--- config.mk ---
export PLATFORM = sky130hd
export DESIGN_NAME = dxt_texture_block_decoder
export DESIGN_NICKNAME = d
export VERILOG_FILES = /design/src/rtl/dxt_pkg.sv /design/src/rtl/dxt_fifo.sv /design/src/rtl/dxt_fe.sv /design/src/rtl/dxt_be.sv /design/src/rtl/dxt_texture_block_decoder.sv
export SDC_FILE = /design/constraint.sdc
export NUM_CORES = 1
export LEC_CHECK = 0
export ABC_AREA = 1
export ABC_CLOCK_PERIOD_IN_PS = 19300
export BUFFER_PORTS_ARGS = -buffer_cell sky130_fd_sc_hd__clkbuf_2
export CAP_MARGIN = 15
export CORE_ASPECT_RATIO = 2
export CORE_MARGIN = 1.5
export CORE_UTILIZATION = 25
export DETAILED_ROUTE_END_ITERATION = 16
export PLACE_DENSITY = 0.49
export SETUP_SLACK_MARGIN = 0.1
export SYNTH_ARGS = -nofsm -noshare
export SYNTH_HDL_FRONTEND = slang
export SYNTH_HIERARCHICAL = 1
export SYNTH_SLANG_ARGS = --single-unit
--- constraint.sdc ---
create_clock -name clk -period 19.3 [get_ports clk]
set_input_delay 3.86 -clock clk [delete_from_list [all_inputs] [get_ports clk]]
set_output_delay 3.86 -clock clk [all_outputs]
set_load 0.05 [all_outputs]
--- src/rtl/dxt_pkg.sv ---
package dxt_pkg;

  typedef enum logic [1:0] {
    FMT_DXT1 = 2'd0,
    FMT_DXT3 = 2'd1,
    FMT_DXT5 = 2'd2
  } fmt_t;

  typedef enum logic [1:0] {
    REG_FORMAT     = 2'd0,
    REG_BLOCK_COLS = 2'd1,
    REG_BLOCK_ROWS = 2'd2
  } reg_idx_t;

  localparam logic [24:0] W_ZERO    = 25'd0;
  localparam logic [24:0] W_THIRD   = 25'd11184799;
  localparam logic [24:0] W_2THIRD  = 25'd22369598;
  localparam logic [24:0] W_HALF    = 25'd16777216;

  localparam logic [11:0] DIV7_RECIP = 12'd2341;
  localparam logic [11:0] DIV5_RECIP = 12'd3277;

  typedef struct packed {
    fmt_t        fmt;
    logic        three_color;
    logic        alpha_desc;
    logic [2:0]  cols;
    logic [2:0]  rows;
    logic [23:0] rgb0;
    logic [23:0] rgb1;
    logic [31:0] color_indices;
    logic [7:0]  alpha_ref0;
    logic [7:0]  alpha_ref1;
    logic [63:0] alpha_bits;
  } blk_t;

  typedef struct packed {
    logic [23:0] base;
    logic [8:0]  dr;
    logic [8:0]  dg;
    logic [8:0]  db;
    logic [24:0] weight;
    logic        alpha_div;
    logic        div7;
    logic [10:0] alpha_num;
    logic [7:0]  alpha_direct;
    logic [1:0]  col;
    logic [1:0]  row;
    logic        last;
  } pix_t;

  typedef struct packed {
    logic full;
    logic empty;
  } q_stat_t;

  function automatic logic [2:0] clamp_size(input logic [2:0] v);
    logic [2:0] r;
    if (v == 3'd0) begin
      r = 3'd1;
    end else if (v > 3'd4) begin
      r = 3'd4;
    end else begin
      r = v;
    end
    return r;
  endfunction

  function automatic logic [23:0] expand565(input logic [15:0] c);
    return {c[15:11], 3'b000, c[10:5], 2'b00, c[4:0], 3'b000};
  endfunction

endpackage

--- src/rtl/dxt_fifo.sv ---
module dxt_fifo #(
  parameter int DEPTH = 2
) (
  input  logic           clk,
  input  logic           rst_n,
  input  logic           wr_en,
  input  dxt_pkg::blk_t  wr_data,
  input  logic           rd_en,
  output dxt_pkg::blk_t  rd_data,
  output dxt_pkg::q_stat_t stat
);
  import dxt_pkg::*;

  localparam int AW = (DEPTH > 1) ? $clog2(DEPTH) : 1;
  localparam int CW = $clog2(DEPTH + 1);

  blk_t          mem_r [DEPTH];
  logic [AW-1:0] wr_ptr_r, wr_ptr_nxt;
  logic [AW-1:0] rd_ptr_r, rd_ptr_nxt;
  logic [CW-1:0] cnt_r, cnt_nxt;

  always_comb begin
    wr_ptr_nxt = wr_ptr_r;
    rd_ptr_nxt = rd_ptr_r;
    cnt_nxt    = cnt_r;
    if (wr_en) begin
      wr_ptr_nxt = (wr_ptr_r == AW'(DEPTH - 1)) ? '0 : wr_ptr_r + AW'(1);
    end
    if (rd_en) begin
      rd_ptr_nxt = (rd_ptr_r == AW'(DEPTH - 1)) ? '0 : rd_ptr_r + AW'(1);
    end
    if (wr_en && !rd_en) begin
      cnt_nxt = cnt_r + CW'(1);
    end else if (rd_en && !wr_en) begin
      cnt_nxt = cnt_r - CW'(1);
    end
  end

  always_ff @(posedge clk) begin
    if (!rst_n) begin
      wr_ptr_r <= '0;
      rd_ptr_r <= '0;
      cnt_r    <= '0;
    end else begin
      wr_ptr_r <= wr_ptr_nxt;
      rd_ptr_r <= rd_ptr_nxt;
      cnt_r    <= cnt_nxt;
    end
  end

  always_ff @(posedge clk) begin
    if (wr_en) begin
      mem_r[wr_ptr_r] <= wr_data;
    end
  end

  assign rd_data    = mem_r[rd_ptr_r];
  assign stat.full  = (cnt_r == CW'(DEPTH));
  assign stat.empty = (cnt_r == '0);

endmodule

--- src/rtl/dxt_fe.sv ---
module dxt_fe (
  input  logic             in_valid,
  output logic             in_ready,
  input  logic [15:0]      in_color0,
  input  logic [15:0]      in_color1,
  input  logic [31:0]      in_color_indices,
  input  logic [7:0]       in_alpha_ref0,
  input  logic [7:0]       in_alpha_ref1,
  input  logic [63:0]      in_alpha_bits,
  input  logic [1:0]       format,
  input  logic [2:0]       block_cols,
  input  logic [2:0]       block_rows,
  input  dxt_pkg::q_stat_t q_stat,
  output logic             q_wr,
  output dxt_pkg::blk_t    q_data
);
  import dxt_pkg::*;

  fmt_t fmt;

  always_comb begin
    if (format == FMT_DXT3) begin
      fmt = FMT_DXT3;
    end else if (format == FMT_DXT5) begin
      fmt = FMT_DXT5;
    end else begin
      fmt = FMT_DXT1;
    end
  end

  assign in_ready = !q_stat.full;
  assign q_wr     = in_valid && in_ready;

  always_comb begin
    q_data.fmt           = fmt;
    q_data.three_color   = (fmt == FMT_DXT1) && !(in_color0 > in_color1);
    q_data.alpha_desc    = in_alpha_ref0 > in_alpha_ref1;
    q_data.cols          = clamp_size(block_cols);
    q_data.rows          = clamp_size(block_rows);
    q_data.rgb0          = expand565(in_color0);
    q_data.rgb1          = expand565(in_color1);
    q_data.color_indices = in_color_indices;
    q_data.alpha_ref0    = in_alpha_ref0;
    q_data.alpha_ref1    = in_alpha_ref1;
    q_data.alpha_bits    = in_alpha_bits;
  end

endmodule

--- src/rtl/dxt_be.sv ---
module dxt_be (
  input  logic             clk,
  input  logic             rst_n,
  input  dxt_pkg::blk_t    head,
  input  dxt_pkg::q_stat_t q_stat,
  output logic             q_rd,
  output logic             out_valid,
  input  logic             out_ready,
  output logic [31:0]      out_pixel_rgba,
  output logic [1:0]       out_col,
  output logic [1:0]       out_row,
  output logic             out_last
);
  import dxt_pkg::*;

  logic [1:0]  x_r, x_nxt;
  logic [1:0]  y_r, y_nxt;
  logic [3:0]  n_r, n_nxt;
  pix_t        p1_r, p1_nxt;
  logic        p1_vld_r, p1_vld_nxt;
  logic        out_valid_r, out_valid_nxt;
  logic [31:0] out_pixel_rgba_r;
  logic [1:0]  out_col_r;
  logic [1:0]  out_row_r;
  logic        out_last_r;

  logic        out_en, p1_en, issue;
  logic        x_end, y_end;
  logic [1:0]  ci;
  logic [8:0]  diff_r, diff_g, diff_b;
  logic [7:0]  color_alpha;
  logic [3:0]  nib;
  logic [3:0]  pos4;
  logic [5:0]  sel_pos;
  logic [2:0]  sel;
  logic [3:0]  k0;
  logic [2:0]  k1;
  logic [10:0] num;

  logic signed [34:0] pr, pg, pb;
  logic [22:0] aprod;
  logic [7:0]  alpha;

  assign out_en = !out_valid_r || out_ready;
  assign p1_en  = !p1_vld_r || out_en;
  assign issue  = !q_stat.empty && p1_en;
  assign x_end  = ({1'b0, x_r} + 3'd1) == head.cols;
  assign y_end  = ({1'b0, y_r} + 3'd1) == head.rows;
  assign q_rd   = issue && x_end && y_end;

  assign ci     = head.color_indices[{n_r, 1'b0} +: 2];
  assign diff_r = {1'b0, head.rgb1[23:16]} - {1'b0, head.rgb0[23:16]};
  assign diff_g = {1'b0, head.rgb1[15:8]} - {1'b0, head.rgb0[15:8]};
  assign diff_b = {1'b0, head.rgb1[7:0]} - {1'b0, head.rgb0[7:0]};

  assign nib     = head.alpha_bits[{y_r, x_r, 2'b00} +: 4];
  assign pos4    = {~y_r, x_r};
  assign sel_pos = {1'b0, pos4, 1'b0} + {2'b00, pos4};
  assign sel     = head.alpha_bits[sel_pos +: 3];
  assign k0      = head.alpha_desc ? (4'd8 - {1'b0, sel}) : (4'd6 - {1'b0, sel});
  assign k1      = sel - 3'd1;
  assign num     = ({8'b0, k0[2:0]} * {3'b0, head.alpha_ref0})
                 + ({8'b0, k1} * {3'b0, head.alpha_ref1})
                 + (head.alpha_desc ? 11'd3 : 11'd2);

  always_comb begin
    if (head.fmt == FMT_DXT1) begin
      color_alpha = (ci == 2'd3 && head.three_color) ? 8'h00 : 8'hFF;
    end else begin
      color_alpha = 8'h00;
    end
  end

  always_comb begin
    p1_nxt        = p1_r;
    p1_nxt.col    = x_r;
    p1_nxt.row    = y_r;
    p1_nxt.last   = x_end && y_end;
    p1_nxt.base   = head.rgb0;
    p1_nxt.dr     = diff_r;
    p1_nxt.dg     = diff_g;
    p1_nxt.db     = diff_b;
    p1_nxt.weight = W_ZERO;
    case (ci)
      2'd0: begin
        p1_nxt.dr = '0;
        p1_nxt.dg = '0;
        p1_nxt.db = '0;
      end
      2'd1: begin
        p1_nxt.base = head.rgb1;
        p1_nxt.dr   = '0;
        p1_nxt.dg   = '0;
        p1_nxt.db   = '0;
      end
      2'd2: begin
        p1_nxt.weight = head.three_color ? W_HALF : W_THIRD;
      end
      2'd3: begin
        if (head.three_color) begin
          p1_nxt.base = '0;
          p1_nxt.dr   = '0;
          p1_nxt.dg   = '0;
          p1_nxt.db   = '0;
        end else begin
          p1_nxt.weight = W_2THIRD;
        end
      end
      default: begin
        p1_nxt.weight = W_ZERO;
      end
    endcase

    p1_nxt.alpha_div    = 1'b0;
    p1_nxt.div7         = head.alpha_desc;
    p1_nxt.alpha_num    = num;
    p1_nxt.alpha_direct = color_alpha;
    case (head.fmt)
      FMT_DXT3: begin
        p1_nxt.alpha_direct = {nib, 4'h0};
      end
      FMT_DXT5: begin
        if (sel == 3'd0) begin
          p1_nxt.alpha_direct = head.alpha_ref0;
        end else if (sel == 3'd1) begin
          p1_nxt.alpha_direct = head.alpha_ref1;
        end else if (!head.alpha_desc && sel == 3'd6) begin
          p1_nxt.alpha_direct = 8'h00;
        end else if (!head.alpha_desc && sel == 3'd7) begin
          p1_nxt.alpha_direct = 8'hFF;
        end else begin
          p1_nxt.alpha_div = 1'b1;
        end
      end
      default: begin
        p1_nxt.alpha_direct = color_alpha;
      end
    endcase
  end

  always_comb begin
    x_nxt = x_r;
    y_nxt = y_r;
    n_nxt = n_r;
    if (issue) begin
      if (x_end && y_end) begin
        x_nxt = '0;
        y_nxt = '0;
        n_nxt = '0;
      end else if (x_end) begin
        x_nxt = '0;
        y_nxt = y_r + 2'd1;
        n_nxt = n_r + 4'd1;
      end else begin
        x_nxt = x_r + 2'd1;
        n_nxt = n_r + 4'd1;
      end
    end
  end

  assign p1_vld_nxt    = issue ? 1'b1 : (out_en ? 1'b0 : p1_vld_r);
  assign out_valid_nxt = out_en ? p1_vld_r : out_valid_r;

  assign pr    = $signed({1'b0, p1_r.weight}) * $signed(p1_r.dr);
  assign pg    = $signed({1'b0, p1_r.weight}) * $signed(p1_r.dg);
  assign pb    = $signed({1'b0, p1_r.weight}) * $signed(p1_r.db);
  assign aprod = {12'b0, p1_r.alpha_num} * {11'b0, p1_r.div7 ? DIV7_RECIP : DIV5_RECIP};
  assign alpha = p1_r.alpha_div ? aprod[21:14] : p1_r.alpha_direct;

  always_ff @(posedge clk) begin
    if (!rst_n) begin
      x_r         <= '0;
      y_r         <= '0;
      n_r         <= '0;
      p1_vld_r    <= 1'b0;
      out_valid_r <= 1'b0;
    end else begin
      x_r         <= x_nxt;
      y_r         <= y_nxt;
      n_r         <= n_nxt;
      p1_vld_r    <= p1_vld_nxt;
      out_valid_r <= out_valid_nxt;
    end
  end

  always_ff @(posedge clk) begin
    if (issue) begin
      p1_r <= p1_nxt;
    end
    if (out_en && p1_vld_r) begin
      out_pixel_rgba_r <= {p1_r.base[23:16] + pr[32:25],
                           p1_r.base[15:8] + pg[32:25],
                           p1_r.base[7:0] + pb[32:25],
                           alpha};
      out_col_r        <= p1_r.col;
      out_row_r        <= p1_r.row;
      out_last_r       <= p1_r.last;
    end
  end

  assign out_valid      = out_valid_r;
  assign out_pixel_rgba = out_pixel_rgba_r;
  assign out_col        = out_col_r;
  assign out_row        = out_row_r;
  assign out_last       = out_last_r;

endmodule

--- src/rtl/dxt_texture_block_decoder.sv ---
// The first pixel of a block passes through the block queue, the p1 stage and the output register.
// A block then streams block_rows * block_cols pixels, each size clamped to 1..4, 16 for a full block.
// Pixel output is the limit: one per cycle while out_ready is high, one block at a time.
// A queue of QDEPTH blocks lets input transfers run ahead of the pixel stream.
// Reset is synchronous and active low; it empties the queue and pipeline and
// sets the format to DXT1 with a 4x4 block size.
module dxt_texture_block_decoder #(
  parameter int QDEPTH = 2
) (
  input  logic        clk,
  input  logic        rst_n,
  input  logic        in_valid,
  output logic        in_ready,
  input  logic [15:0] in_color0,
  input  logic [15:0] in_color1,
  input  logic [31:0] in_color_indices,
  input  logic [7:0]  in_alpha_ref0,
  input  logic [7:0]  in_alpha_ref1,
  input  logic [63:0] in_alpha_bits,
  output logic        out_valid,
  input  logic        out_ready,
  output logic [31:0] out_pixel_rgba,
  output logic [1:0]  out_col,
  output logic [1:0]  out_row,
  output logic        out_last,
  input  logic        psel,
  input  logic        penable,
  input  logic        pwrite,
  input  logic [3:0]  paddr,
  input  logic [31:0] pwdata,
  output logic [31:0] prdata,
  output logic        pready
);
  import dxt_pkg::*;

  logic [1:0] format_r, format_nxt;
  logic [2:0] block_cols_r, block_cols_nxt;
  logic [2:0] block_rows_r, block_rows_nxt;
  logic       cfg_wr;

  q_stat_t q_stat;
  logic    q_wr, q_rd;
  blk_t    q_wdata, q_rdata;

  assign pready = 1'b1;
  assign cfg_wr = psel && penable && pwrite && pready;

  always_comb begin
    format_nxt     = format_r;
    block_cols_nxt = block_cols_r;
    block_rows_nxt = block_rows_r;
    if (cfg_wr) begin
      case (paddr[3:2])
        REG_FORMAT:     format_nxt     = pwdata[1:0];
        REG_BLOCK_COLS: block_cols_nxt = pwdata[2:0];
        REG_BLOCK_ROWS: block_rows_nxt = pwdata[2:0];
        default: begin
          format_nxt = format_r;
        end
      endcase
    end
  end

  always_comb begin
    case (paddr[3:2])
      REG_FORMAT:     prdata = {30'b0, format_r};
      REG_BLOCK_COLS: prdata = {29'b0, block_cols_r};
      REG_BLOCK_ROWS: prdata = {29'b0, block_rows_r};
      default:        prdata = '0;
    endcase
  end

  always_ff @(posedge clk) begin
    if (!rst_n) begin
      format_r     <= FMT_DXT1;
      block_cols_r <= 3'd4;
      block_rows_r <= 3'd4;
    end else begin
      format_r     <= format_nxt;
      block_cols_r <= block_cols_nxt;
      block_rows_r <= block_rows_nxt;
    end
  end

  dxt_fe u_fe (
    .in_valid         (in_valid),
    .in_ready         (in_ready),
    .in_color0        (in_color0),
    .in_color1        (in_color1),
    .in_color_indices (in_color_indices),
    .in_alpha_ref0    (in_alpha_ref0),
    .in_alpha_ref1    (in_alpha_ref1),
    .in_alpha_bits    (in_alpha_bits),
    .format           (format_r),
    .block_cols       (block_cols_r),
    .block_rows       (block_rows_r),
    .q_stat           (q_stat),
    .q_wr             (q_wr),
    .q_data           (q_wdata)
  );

  dxt_fifo #(
    .DEPTH (QDEPTH)
  ) u_fifo (
    .clk     (clk),
    .rst_n   (rst_n),
    .wr_en   (q_wr),
    .wr_data (q_wdata),
    .rd_en   (q_rd),
    .rd_data (q_rdata),
    .stat    (q_stat)
  );

  dxt_be u_be (
    .clk            (clk),
    .rst_n          (rst_n),
    .head           (q_rdata),
    .q_stat         (q_stat),
    .q_rd           (q_rd),
    .out_valid      (out_valid),
    .out_ready      (out_ready),
    .out_pixel_rgba (out_pixel_rgba),
    .out_col        (out_col),
    .out_row        (out_row),
    .out_last       (out_last)
  );

endmodule

; After elaboration in Yosys (flattened, before gate mapping)
; Memory sizes are Yosys's and may differ from the RTL's. A register that Yosys moved wholly into a read port is not among the register bits.
; Index checks and enable logic that the tools add are counted.
[op_classes]
mul = 6
n_eq_ne = 15
n_addsub = 21
n_shift = 3
n_lt_le_gt_ge = 4
n_mux = 40
n_reduce_logical = 41
n_bitwise = 2
[ops]
columns = operator, n
row1 = 26-bit by 9-bit multiplier with 33-bit output, 3
row2 = 64-bit by 7-bit indexed part select with 3-bit output, 1
row3 = 64-bit by 7-bit indexed part select with 4-bit output, 1
row4 = 8-bit two-way mux, 7
row5 = 27-bit one-hot mux with 2 select lines, 1
row6 = 51-bit two-way mux, 1
row7 = 25-bit two-way mux, 2
row8 = 25-bit one-hot mux with 2 select lines, 1
row9 = 24-bit one-hot mux with 2 select lines, 1
row10 = 32-bit by 6-bit indexed part select with 2-bit output, 1
row11 = 8-bit by 8-bit subtractor with 9-bit output, 3
row12 = 8-bit adder, 3
row13 = 11-bit adder, 2
row14 = 11-bit by 12-bit multiplier with 22-bit output, 1
row15 = 3-bit by 8-bit multiplier with 11-bit output, 2
row16 = 16-bit > comparator, 1
row17 = 2-bit two-way mux, 8
row18 = 8-bit one-hot mux with 2 select lines, 1
row19 = 3-bit two-way mux, 5
row20 = 1-bit logical AND, 14
row21 = 2-bit equality test (second input constant), 6
row22 = 11-bit two-way mux, 1
row23 = 2-bit zero test, 5
row24 = 1-bit two-way mux, 10
row25 = other kinds (26), 51
[word_totals]
output_inout_bits = 72
wordCells = 160
inputBits = 187
register_bits = 161
mem_count = 1
ram_bits = 308
[memory_table]
columns = memory, words, word_bits, read_ports, rd_clocked_by_memory_dff, write_ports, line
row1 = u_fifo.mem_r, 2, 154, 1, 1, 1, dxt_fifo.sv:17  ; blk_t mem_r [DEPTH];

; Logic depth before layout (Yosys ltp)
; Gate-level depths: netlist of the first run.
[logic_depth]
depth_word = 10
ltp_mapped = 35
mapped_depth_nobuf = 32

; Hierarchy
; Netlist of the first run, hierarchy kept.
[by_module_without_submodules]
columns = module, cells_per_inst, area_per_inst_um2, n_inst, seq_area_each_um2
row1 = dxt_be, 3176, 25725.9, 1, 3743.6
row2 = dxt_fifo, 564, 12897.4, 1, 10309.9
row3 = dxt_fe, 281, 1928.1, 1, 0.0
row4 = dxt_texture_block_decoder, 99, 636.9, 1, 160.2

; Worst setup path after synthesis of the first run
; OpenSTA, ideal clock, no wires.
[synth_path]
path_type = input to register
start = input in_valid
end = memory u_fifo/mem_r[0][0] (netlist bit), enable pin
setup_time_ps = 703
arrival_ps = 11195
n_path_buf = 0
required_ps = 18597
slack_ps = 7402
cell_stages = 4
cell_sequence = inv_1 -> nor2_1 -> inv_1 -> nor2_1
[synth_via]
elab_chain_cells = 3
[synth_rtl]
columns = element, line
row1 = start: declaration, dxt_texture_block_decoder.sv:12  ; input logic in_valid,
row2 = 1-bit logical AND, dxt_fe.sv:32  ; assign q_wr = in_valid && in_ready;
row3 = net q_wr, dxt_texture_block_decoder.sv:42  ; logic q_wr, q_rd;
row4 = 1-bit two-way mux, dxt_fifo.sv:52  ; if (wr_en) begin
row5 = 1-bit two-way mux (implied by the code), dxt_fifo.sv:53  ; mem_r[wr_ptr_r] <= wr_data;
row6 = end: declaration, dxt_fifo.sv:17
; The timed path passes the listed nets, and every way through them passes these cells.

; Final worst setup path of the first run
[layout_path]
start = register u_be.x_r[1]
end = register u_be/p1_r[23] (netlist bit) (data pin)
[layout_via]
elab_chain_cells = 7
word_cells_on_any_way = 10
cone_classes = add/sub: 6 / mul: 2 / shift: 1 / mux: 1
[layout_rtl]
columns = element, line
row1 = start: declaration, dxt_be.sv:16  ; logic [1:0] x_r, x_nxt;
row2 = start signal: assignment, dxt_be.sv:178  ; x_r <= x_nxt;
row3 = 5-bit by 4-bit adder with 6-bit output (*), dxt_be.sv:58  ; assign sel_pos = {1'b0, pos4, 1'b0} + {2'b00, pos4};
row4 = 64-bit by 7-bit indexed part select with 3-bit output (*), dxt_be.sv:59  ; assign sel = head.alpha_bits[sel_pos +: 3];
row5 = 3-bit subtractor / 1-bit by 3-bit subtractor with 3-bit output (equally long branches), dxt_be.sv:60  ; assign k0 = head.alpha_desc ? (4'd8 - {1'b0, sel}) : (4'd6 - {1'b0, sel});
row6 = 3-bit two-way mux, dxt_be.sv:60
row7 = 3-bit by 8-bit multiplier with 11-bit output, dxt_be.sv:62  ; assign num = ({8'b0, k0[2:0]} * {3'b0, head.alpha_ref0})
row8 = 11-bit adder (*), dxt_be.sv:63  ; + ({8'b0, k1} * {3'b0, head.alpha_ref1})
row9 = 11-bit adder (*), dxt_be.sv:64  ; + (head.alpha_desc ? 11'd3 : 11'd2);
row10 = net u_be.num[10], dxt_be.sv:38  ; logic [10:0] num;
row11 = end signal: assignment, dxt_be.sv:188  ; p1_r <= p1_nxt;
row12 = end: declaration, dxt_be.sv:19  ; pix_t p1_r, p1_nxt;
; The timed path passes the listed nets; every way through them passes the cells marked *.
; A chain may end at the register's enable or synchronous reset.

==> impl_metrics.ini, run 1 <==
[run]
drv_cap = 0

[cells_and_area]
nFillCells = 17300
design_area_um2 = 45100
nets = 5091
area_growth_pct = 9.47
drive_gt1_frac = 0.125

[run_status]
violations = antenna rules
status = finished, violations left

[timing]
fin_setup_tns_ps = 0
fin_ws_ps = 10320
setup_viol = 0
rsz0062_at_grt = no
worst-slew-pin-transition_ps = 1130
finalCritPeriodShare = 0.465
max_freq_ghz = 0.111
skew_ps = 66.0
finalMaxSlewViolations = 0
maxSlewHeadroom = 0.248
finalWorstPathRequiredPeriod_ps = 8980
hold_viol = 0

[yosys]
yosysWarnings = 6
ys_ff_latch = 481
ys.flop_type = edfxtp_1
async_flop_share = 0
ys_types = 60
synth.cell_area_um2 = 41200
synthCells = 4120
syn_area_per_cell_um2 = 10.0
yosysSeqAreaShare = 0.345
synth_edf_count = 458

[cts]
clk_pin_slew_ps = 80
cts.sinks = 481
postCtsHoldBufs = 0
cts_setup_buffers = 0
clockBufferDepth = 3
cts_tree = yes
root_buffer = clkbuf_16
ctsHtreeMaxLevel = 2
clk_latency_ps = 680
cts_buffers = 50
cts_resized = 0

[floorplanning]
start_util = 0.252
num_rows = 210
chipHeight_um = 577
coreArea_um2 = 164000
die_width_um = 290
die-area_um2 = 167000
ioPinCount = 259

[worst_setup_path]
worstPathRequired_ps = 19740
critPathBufInv = 6
cp_common_cell = fa_1
crit_cells = 28
worst_path_dominant_cell_family = adder cells
end_kind = flop
slowest_stage = dfxtp_1
crit_type = flop to flop
slowest_delay_ps = 1060
cp-start-kind = flop
reg2reg_depth = 28
arrival_ps = 9420
critPathMaxFanout = 25

[grt]
grt_pass1_vias = 30200
grt_util_met3 = 0.0175
grt_max_degree = 122
use_met1 = 0.130
grt-busiest-layer = met2
grt_overflow = 0
antenna_found_initial = 27
grt_util_all_layers = 0.140
grt_use_met2 = 0.282
grt_pass1_wl_um = 176000

[routing]
ant_nets = 1
routedWlPerCell_um = 18.5
num_vias = 27900
drt-initial-drc-count = 1143
routed_via_density = 4.41
drc = 0
totalWireLength_um = 117000
first_pass_iters = 7

[placed_design]
place_ws_ps = 10360
numPortBuffers = 197
gp_congestion = 0.922
dp_hpwl_um = 95900
placed_area_um2 = 43300

[hold_path]
hp-class = flop to flop
min_delay_path_depth = 0
layout make-up:
class,instances,area (µm²),area share
flip-flops and latches,481,14200,0.315
clock buffers,53,1260,0.0280
well taps,2120,2650,0.0588
clock inverters,41,468,0.0104
diodes,9,22.5,0.000499
inverters,731,2750,0.0611
repair buffers,218,1180,0.0261
multi-input cells,2684,22500,0.500
worst reg2reg max path, delay by kind of cell, from the launching register on:
family	cells	cell delay, ps
compound gates	6	1310
xor+xnor	1	140
fa+ha+maj	9	3840
buf+inv	6	1340
flops	1	1060
simple gates	6	1080
Yosys cell counts (70+ instances only):
cell,n,area [µm²]
fa_1,329,6590
buf_4,195,1460
mux2_4,100,1500
edfxtp_1,458,13800
nor2_1,249,935
mux2_2,70,788
nand2_1,642,2410
o21ai_0,136,681
ha_1,409,5120
a21oi_1,169,846
nand3_1,193,966
inv_1,717,2690
placed cells by master, fill, tap and decap left out, drive strengths merged, types with 8 or more instances in the layout:
master  netlist  final
a21o         14     14
a21oi       170    170
a31oi        22     22
buf         247     21
clkbuf       30    250
clkinv        2     25
conb          5     58
dfxtp        23     23
diode         0      9
edfxtp      458    458
fa          329    329
ha          409    409
inv         729    738
mux2        170    170
nand2       648    648
nand3       198    198
nand4        24     24
nor2        254    254
nor3         35     35
o211ai       18     18
o21ai       148    148
o31ai         8      8
or2          11     11
xnor2        30     30
xor2         65     65
per-layer routing:
| metal | routed length, µm | up-vias | share of wire |
|---|---|---|---|
| met3 | 4250 | 310 | 0.036 |
| met2 | 65700 | 687 | 0.56 |
| met5 | 100 | - | 0.00086 |
| li1 | - | 13400 | - |
| met1 | 38800 | 13500 | 0.33 |
| met4 | 8000 | 14 | 0.068 |
final timing paths:
| kind | start | endpoint | slack, ps |
|---|---|---|---|
| max | u_be/x_r[1]$_SDFFE_PN0P_ | u_be/p1_r[23]$_DFFE_PP_ | 10320 |
| min | u_be/p1_r[2]$_DFFE_PP_ | u_be/out_row[1]$_DFFE_PP_ | 400 |
| max reg2reg | u_be/x_r[1]$_SDFFE_PN0P_ | u_be/p1_r[23]$_DFFE_PP_ | 10320 |
| min reg2reg | u_be/p1_r[2]$_DFFE_PP_ | u_be/out_row[1]$_DFFE_PP_ | 400 |
stage by stage:
step | hold WS [ps] | util | instances
after global routing | 404 | 0.275 | 6329
final | 400 | 0.275 | 6337
after global placement | 406 | 0.265 | 6233
after detailed placement | 406 | 0.265 | 6233
after CTS | 382 | 0.275 | 6327
after floorplan | 400 | - | 4173
sequential cells by signal, indices dropped and copies added (netlist names), named ones only:
register / cells
u_be/out_last: 1
u_be/out_row: 2
u_be/y_r: 2
format_r: 2
block_cols_r: 3
block_rows_r: 3
u_be/p1_vld_r: 1
u_be/out_valid: 1
u_fifo/cnt_r: 2
u_fifo/mem_r: 340
u_be/n_r: 4
u_be/out_col: 2
u_be/x_r: 2
u_be/p1_r: 81
u_fifo/wr_ptr_r: 1
u_be/out_pixel_rgba: 32
u_fifo/rd_ptr_r: 1
kinds of logic (layout without fill, tap and decap cells):
group           Yosys count  after routing  share of synthesized area
simple gates           1186           1186                      0.120
buf+inv                1008           1043                      0.113
other cells               5             67                   0.000456
xor+xnor                 95             95                     0.0207
fa+ha+maj               738            738                      0.284
mux                     170            170                     0.0556
flops                   481            481                      0.345
compound gates          437            437                     0.0604
Power of run 1 is not shown: default switching activity piles up to over one toggle a cycle in this logic, so the estimate is an artifact.
==> run 2: changes to the inputs <==
Settings changed: ABC_CLOCK_PERIOD_IN_PS 19300 to 9250.
Clock period 19.3 ns to 9.25 ns, I/O delays scaled along.
==> impl_metrics.ini, run 2 (same netlist as run 1, synthesis figures left out) <==
[cells_and_area]
nFillCells = 17300
largest_reg_flops = 340
most-common-layout-cells = inv_1 (715), nand2_1 (642), edfxtp_1 (458)
layout_commonest_cell = inv_1
seqCellArea_um2 = 14200
area_growth_pct = 9.20
nets = 5097
drive_gt1_frac = 0.124
multi_input_area_um2 = 22500
largest-register = u_fifo/mem_r

[run_status]
status = completed

[timing]
worst-slew-pin-transition_ps = 1100
finalMaxSlewViolations = 0
rsz0062_at_grt = no
hold_viol = 0
fin_setup_tns_ps = 0
setup_viol = 0
finalWorstPathRequiredPeriod_ps = 7730
max_freq_ghz = 0.129
maxSlewHeadroom = 0.268
finalCritPeriodShare = 0.836
skew_ps = 68.5

[grt]
grt_util_all_layers = 0.139
grt_pass1_vias = 29900
grt_overflow = 0
antenna_found_initial = 24
grt_pass1_wl_um = 176000
grt_max_degree = 121

[cts]
cts_tree = yes
cts.sinks = 481
root_buffer = clkbuf_16
cts_resized = 0
postCtsHoldBufs = 0
clk_pin_slew_ps = 70
cts_setup_buffers = 0
clockBufferDepth = 3
cts_buffers = 48
clk_latency_ps = 680
ctsHtreeMaxLevel = 2

[routing]
routedWlPerCell_um = 18.4
drc = 0
routed_via_density = 4.40
drt-initial-drc-count = 1291
totalWireLength_um = 117000
ant_nets = 0
first_pass_iters = 5
num_vias = 27900

[worst_setup_path]
crit_type = flop to flop
slowest_stage = fa_1
cp_common_cell = fa_1
critPathMaxFanout = 25
slowest_delay_ps = 650
arrival_ps = 8150
cp-start-kind = flop
end_kind = flop
worstPathRequired_ps = 9670

[placed_design]
numPortBuffers = 197
gp_congestion = 0.919
dp_hpwl_um = 96200

[hold_path]
hp-class = flop to flop

[floorplanning]
ioPinCount = 259
die-area_um2 = 167000
chipHeight_um = 577
num_rows = 210
coreArea_um2 = 164000
start_util = 0.252
die_width_um = 290

[run]
drv_cap = 0
==> run 2: changes by cell type in the layout (fill, tap and decap cells not counted), sizes merged <==
| cell | before | now |
|---|---|---|
| buf | 21 | 29 |
| clkinv | 25 | 19 |
| diode | 9 | 4 |
| clkbuf | 250 | 259 |
| clkinvlp | 4 | 2 |
| bufinv | 5 | 2 |
| inv | 738 | 736 |
==> run 2: path summary, 6_finish.rpt <==
check                         endpoint  slack (ps)                startpoint  cells past startpoint
max            u_be/p1_r[23]$_DFFE_PP_        1520  u_be/y_r[0]$_SDFFE_PN0P_                     30
min          u_be/out_row[1]$_DFFE_PP_         420    u_be/p1_r[2]$_DFFE_PP_                      0
min reg2reg  u_be/out_row[1]$_DFFE_PP_         420    u_be/p1_r[2]$_DFFE_PP_                      0
max reg2reg    u_be/p1_r[23]$_DFFE_PP_        1520  u_be/y_r[0]$_SDFFE_PN0P_                     30
==> run 2: critical path, delay by kind of cell (launching register included) <==
family | cells | cell delay (ps)
compound gates | 5 | 1250
flops | 1 | 330
xor+xnor | 1 | 140
simple gates | 9 | 1030
fa+ha+maj | 7 | 2900
buf+inv | 8 | 1810
==> run 2: through the flow <==
stage / instance area [µm²] / worst slack, ps / hold slack [ps] / cells / utilization
final: 45000 / 1520 / 419 / 6336 / 0.275
after global routing: 45000 / 1060 / 424 / 6335 / 0.275
after CTS: 45000 / 1460 / 415 / 6332 / 0.275
after detailed placement: 43400 / 1480 / 407 / 6242 / 0.265
after global placement: 43400 / 1460 / 405 / 6242 / 0.265
after floorplan: 41400 / 2260 / 400 / 4173 / -
==> run 2: final cells by class <==
class	instances	area share
clock inverters	28	0.00690
well taps	2120	0.0590
inverters	731	0.0612
diodes	4	0.000223
flip-flops and latches	481	0.316
clock buffers	62	0.0288
repair buffers	226	0.0268
multi-input cells	2684	0.501
==> run 2: per-layer routing <==
metal	share of wire	track usage	vias up
met5	0.0012	0	-
met3	0.035	0.0194	280
met4	0.066	0.0843	22
met2	0.57	0.284	606
li1	-	-	13400
met1	0.33	0.128	13600
Power of run 2 is left out for the same reason.
==> run 3: changes to the inputs <==
Settings changed: ABC_CLOCK_PERIOD_IN_PS 9250 to 6240, PLACE_DENSITY 0.49 to 0.5.
Clock period 9.25 ns to 6.24 ns, I/O delays scaled along.
==> impl_metrics.ini, run 3 (same netlist as run 1, synthesis figures left out) <==
[cts]
clockBufferDepth = 3
clk_pin_slew_ps = 70
cts_buffers = 51
ctsHtreeMaxLevel = 2
cts.sinks = 481
root_buffer = clkbuf_16
clk_latency_ps = 670
cts_tree = yes

[timing]
max_freq_ghz = 0.157
holdWs_ps = 421
worst-slew-pin-transition_ps = 1020
maxSlewHeadroom = 0.323
setup_viol = 5
hold_viol = 0
finalCritPeriodShare = 1.02
finalWorstPathRequiredPeriod_ps = 6380
finalMaxSlewViolations = 0
fin_ws_ps = -145
rsz0062_at_grt = yes
skew_ps = 59.2

[routing]
num_vias = 30300
routedWlPerCell_um = 18.0
routed_via_density = 4.37
totalWireLength_um = 125000
drt-initial-drc-count = 1182
ant_nets = 0
drc = 0
first_pass_iters = 5

[worst_setup_path]
arrival_ps = 6760
critPathMaxFanout = 6
crit_type = flop to flop
end_kind = flop
slowest_stage = fa_1
worstPathRequired_ps = 6620
cp-start-kind = flop
slowest_delay_ps = 580

[cells_and_area]
multi_input_area_um2 = 24800
largest-register = u_fifo/mem_r
area_growth_pct = 27.1
layout_commonest_cell = inv_1
drive_gt1_frac = 0.318
seqCellArea_um2 = 14200
nFillCells = 16900
most-common-layout-cells = inv_1 (647), buf_4 (581), nand2_1 (579)
largest_reg_flops = 340
nets = 5694

[grt]
antenna_found_initial = 22
grt_pass1_vias = 32600
grt_pass1_wl_um = 185000
grt_max_degree = 114
grt_overflow = 0
grt_util_all_layers = 0.146

[placed_design]
numPortBuffers = 197
dp_hpwl_um = 102000
gp_congestion = 0.915
place_ws_ps = -588

[run]
drv_cap = 0

[floorplanning]
die-area_um2 = 167000
num_rows = 210
start_util = 0.252
die_width_um = 290
ioPinCount = 259
chipHeight_um = 577
coreArea_um2 = 164000

[run_status]
violations = setup timing
status = finished, violations left

[hold_path]
hp-class = flop to flop
## run 3: cell count changes in the layout (fill, tap and decap cells not counted), sizes merged
cell / change
inv: +2
clkbuf: -2
clkinv: -2
buf: +591
clkinvlp: +5
diode: +3
bufinv: +5
## run 3: area by class of cell
class / instances / share of cell area
Inverter: 731 / 0.0531
Timing Repair Buffer: 819 / 0.114
Sequential cell: 481 / 0.272
Antenna cell: 7 / 0.000335
Multi-Input combinational cell: 2684 / 0.475
Tap cell: 2120 / 0.0507
Clock buffer: 58 / 0.0253
Clock inverter: 37 / 0.00954
Timing Repair inverter: 1 / 0.000167
## run 3: layer usage
metal  up-vias  track usage  routed length, µm
met1     14800        0.131              40600
met2       624        0.295              70000
met5         -            0                133
li1      14600            -                  -
met3       326       0.0209               4290
met4        20        0.104              10100
## run 3: repair_timing
action	in CTS	in global routing
buffers inserted	21	46
cloned	2	2
pin swaps	65	202
hold buffers	0	0
setup endpoints to repair	25	20
gates resized for setup	206	340
## run 3: worst max-delay path, delay by kind of cell, from the launching register on
family,cells,cell delay [ps]
fa+ha+maj,7,3020
buf+inv,8,800
compound gates,5,760
simple gates,8,630
flops,1,400
xor+xnor,3,520
## run 3: path summary, 6_finish.rpt
check                               start                                end  slack, ps  cells past startpoint
hold / removal     u_be/p1_r[0]$_DFFE_PP_            u_be/out_last$_DFFE_PP_        420                      0
setup reg to reg  u_be/p1_r[49]$_DFFE_PP_  u_be/out_pixel_rgba[15]$_DFFE_PP_       -140                     31
hold reg to reg    u_be/p1_r[0]$_DFFE_PP_            u_be/out_last$_DFFE_PP_        420                      0
setup / recovery  u_be/p1_r[49]$_DFFE_PP_  u_be/out_pixel_rgba[15]$_DFFE_PP_       -140                     31
## run 3: metrics by stage
step | utilization | std cells | instance area, µm² | setup TNS [ps]
floorplan | - | 4173 | 41500 | 0
global placement | 0.290 | 6767 | 47500 | -5700
detailed placement | 0.290 | 6767 | 47500 | -5920
CTS | 0.308 | 6885 | 50500 | -740
global route | 0.320 | 6935 | 52300 | -2800
finish | 0.320 | 6938 | 52300 | -405
Power of run 3 is left out for the same reason.
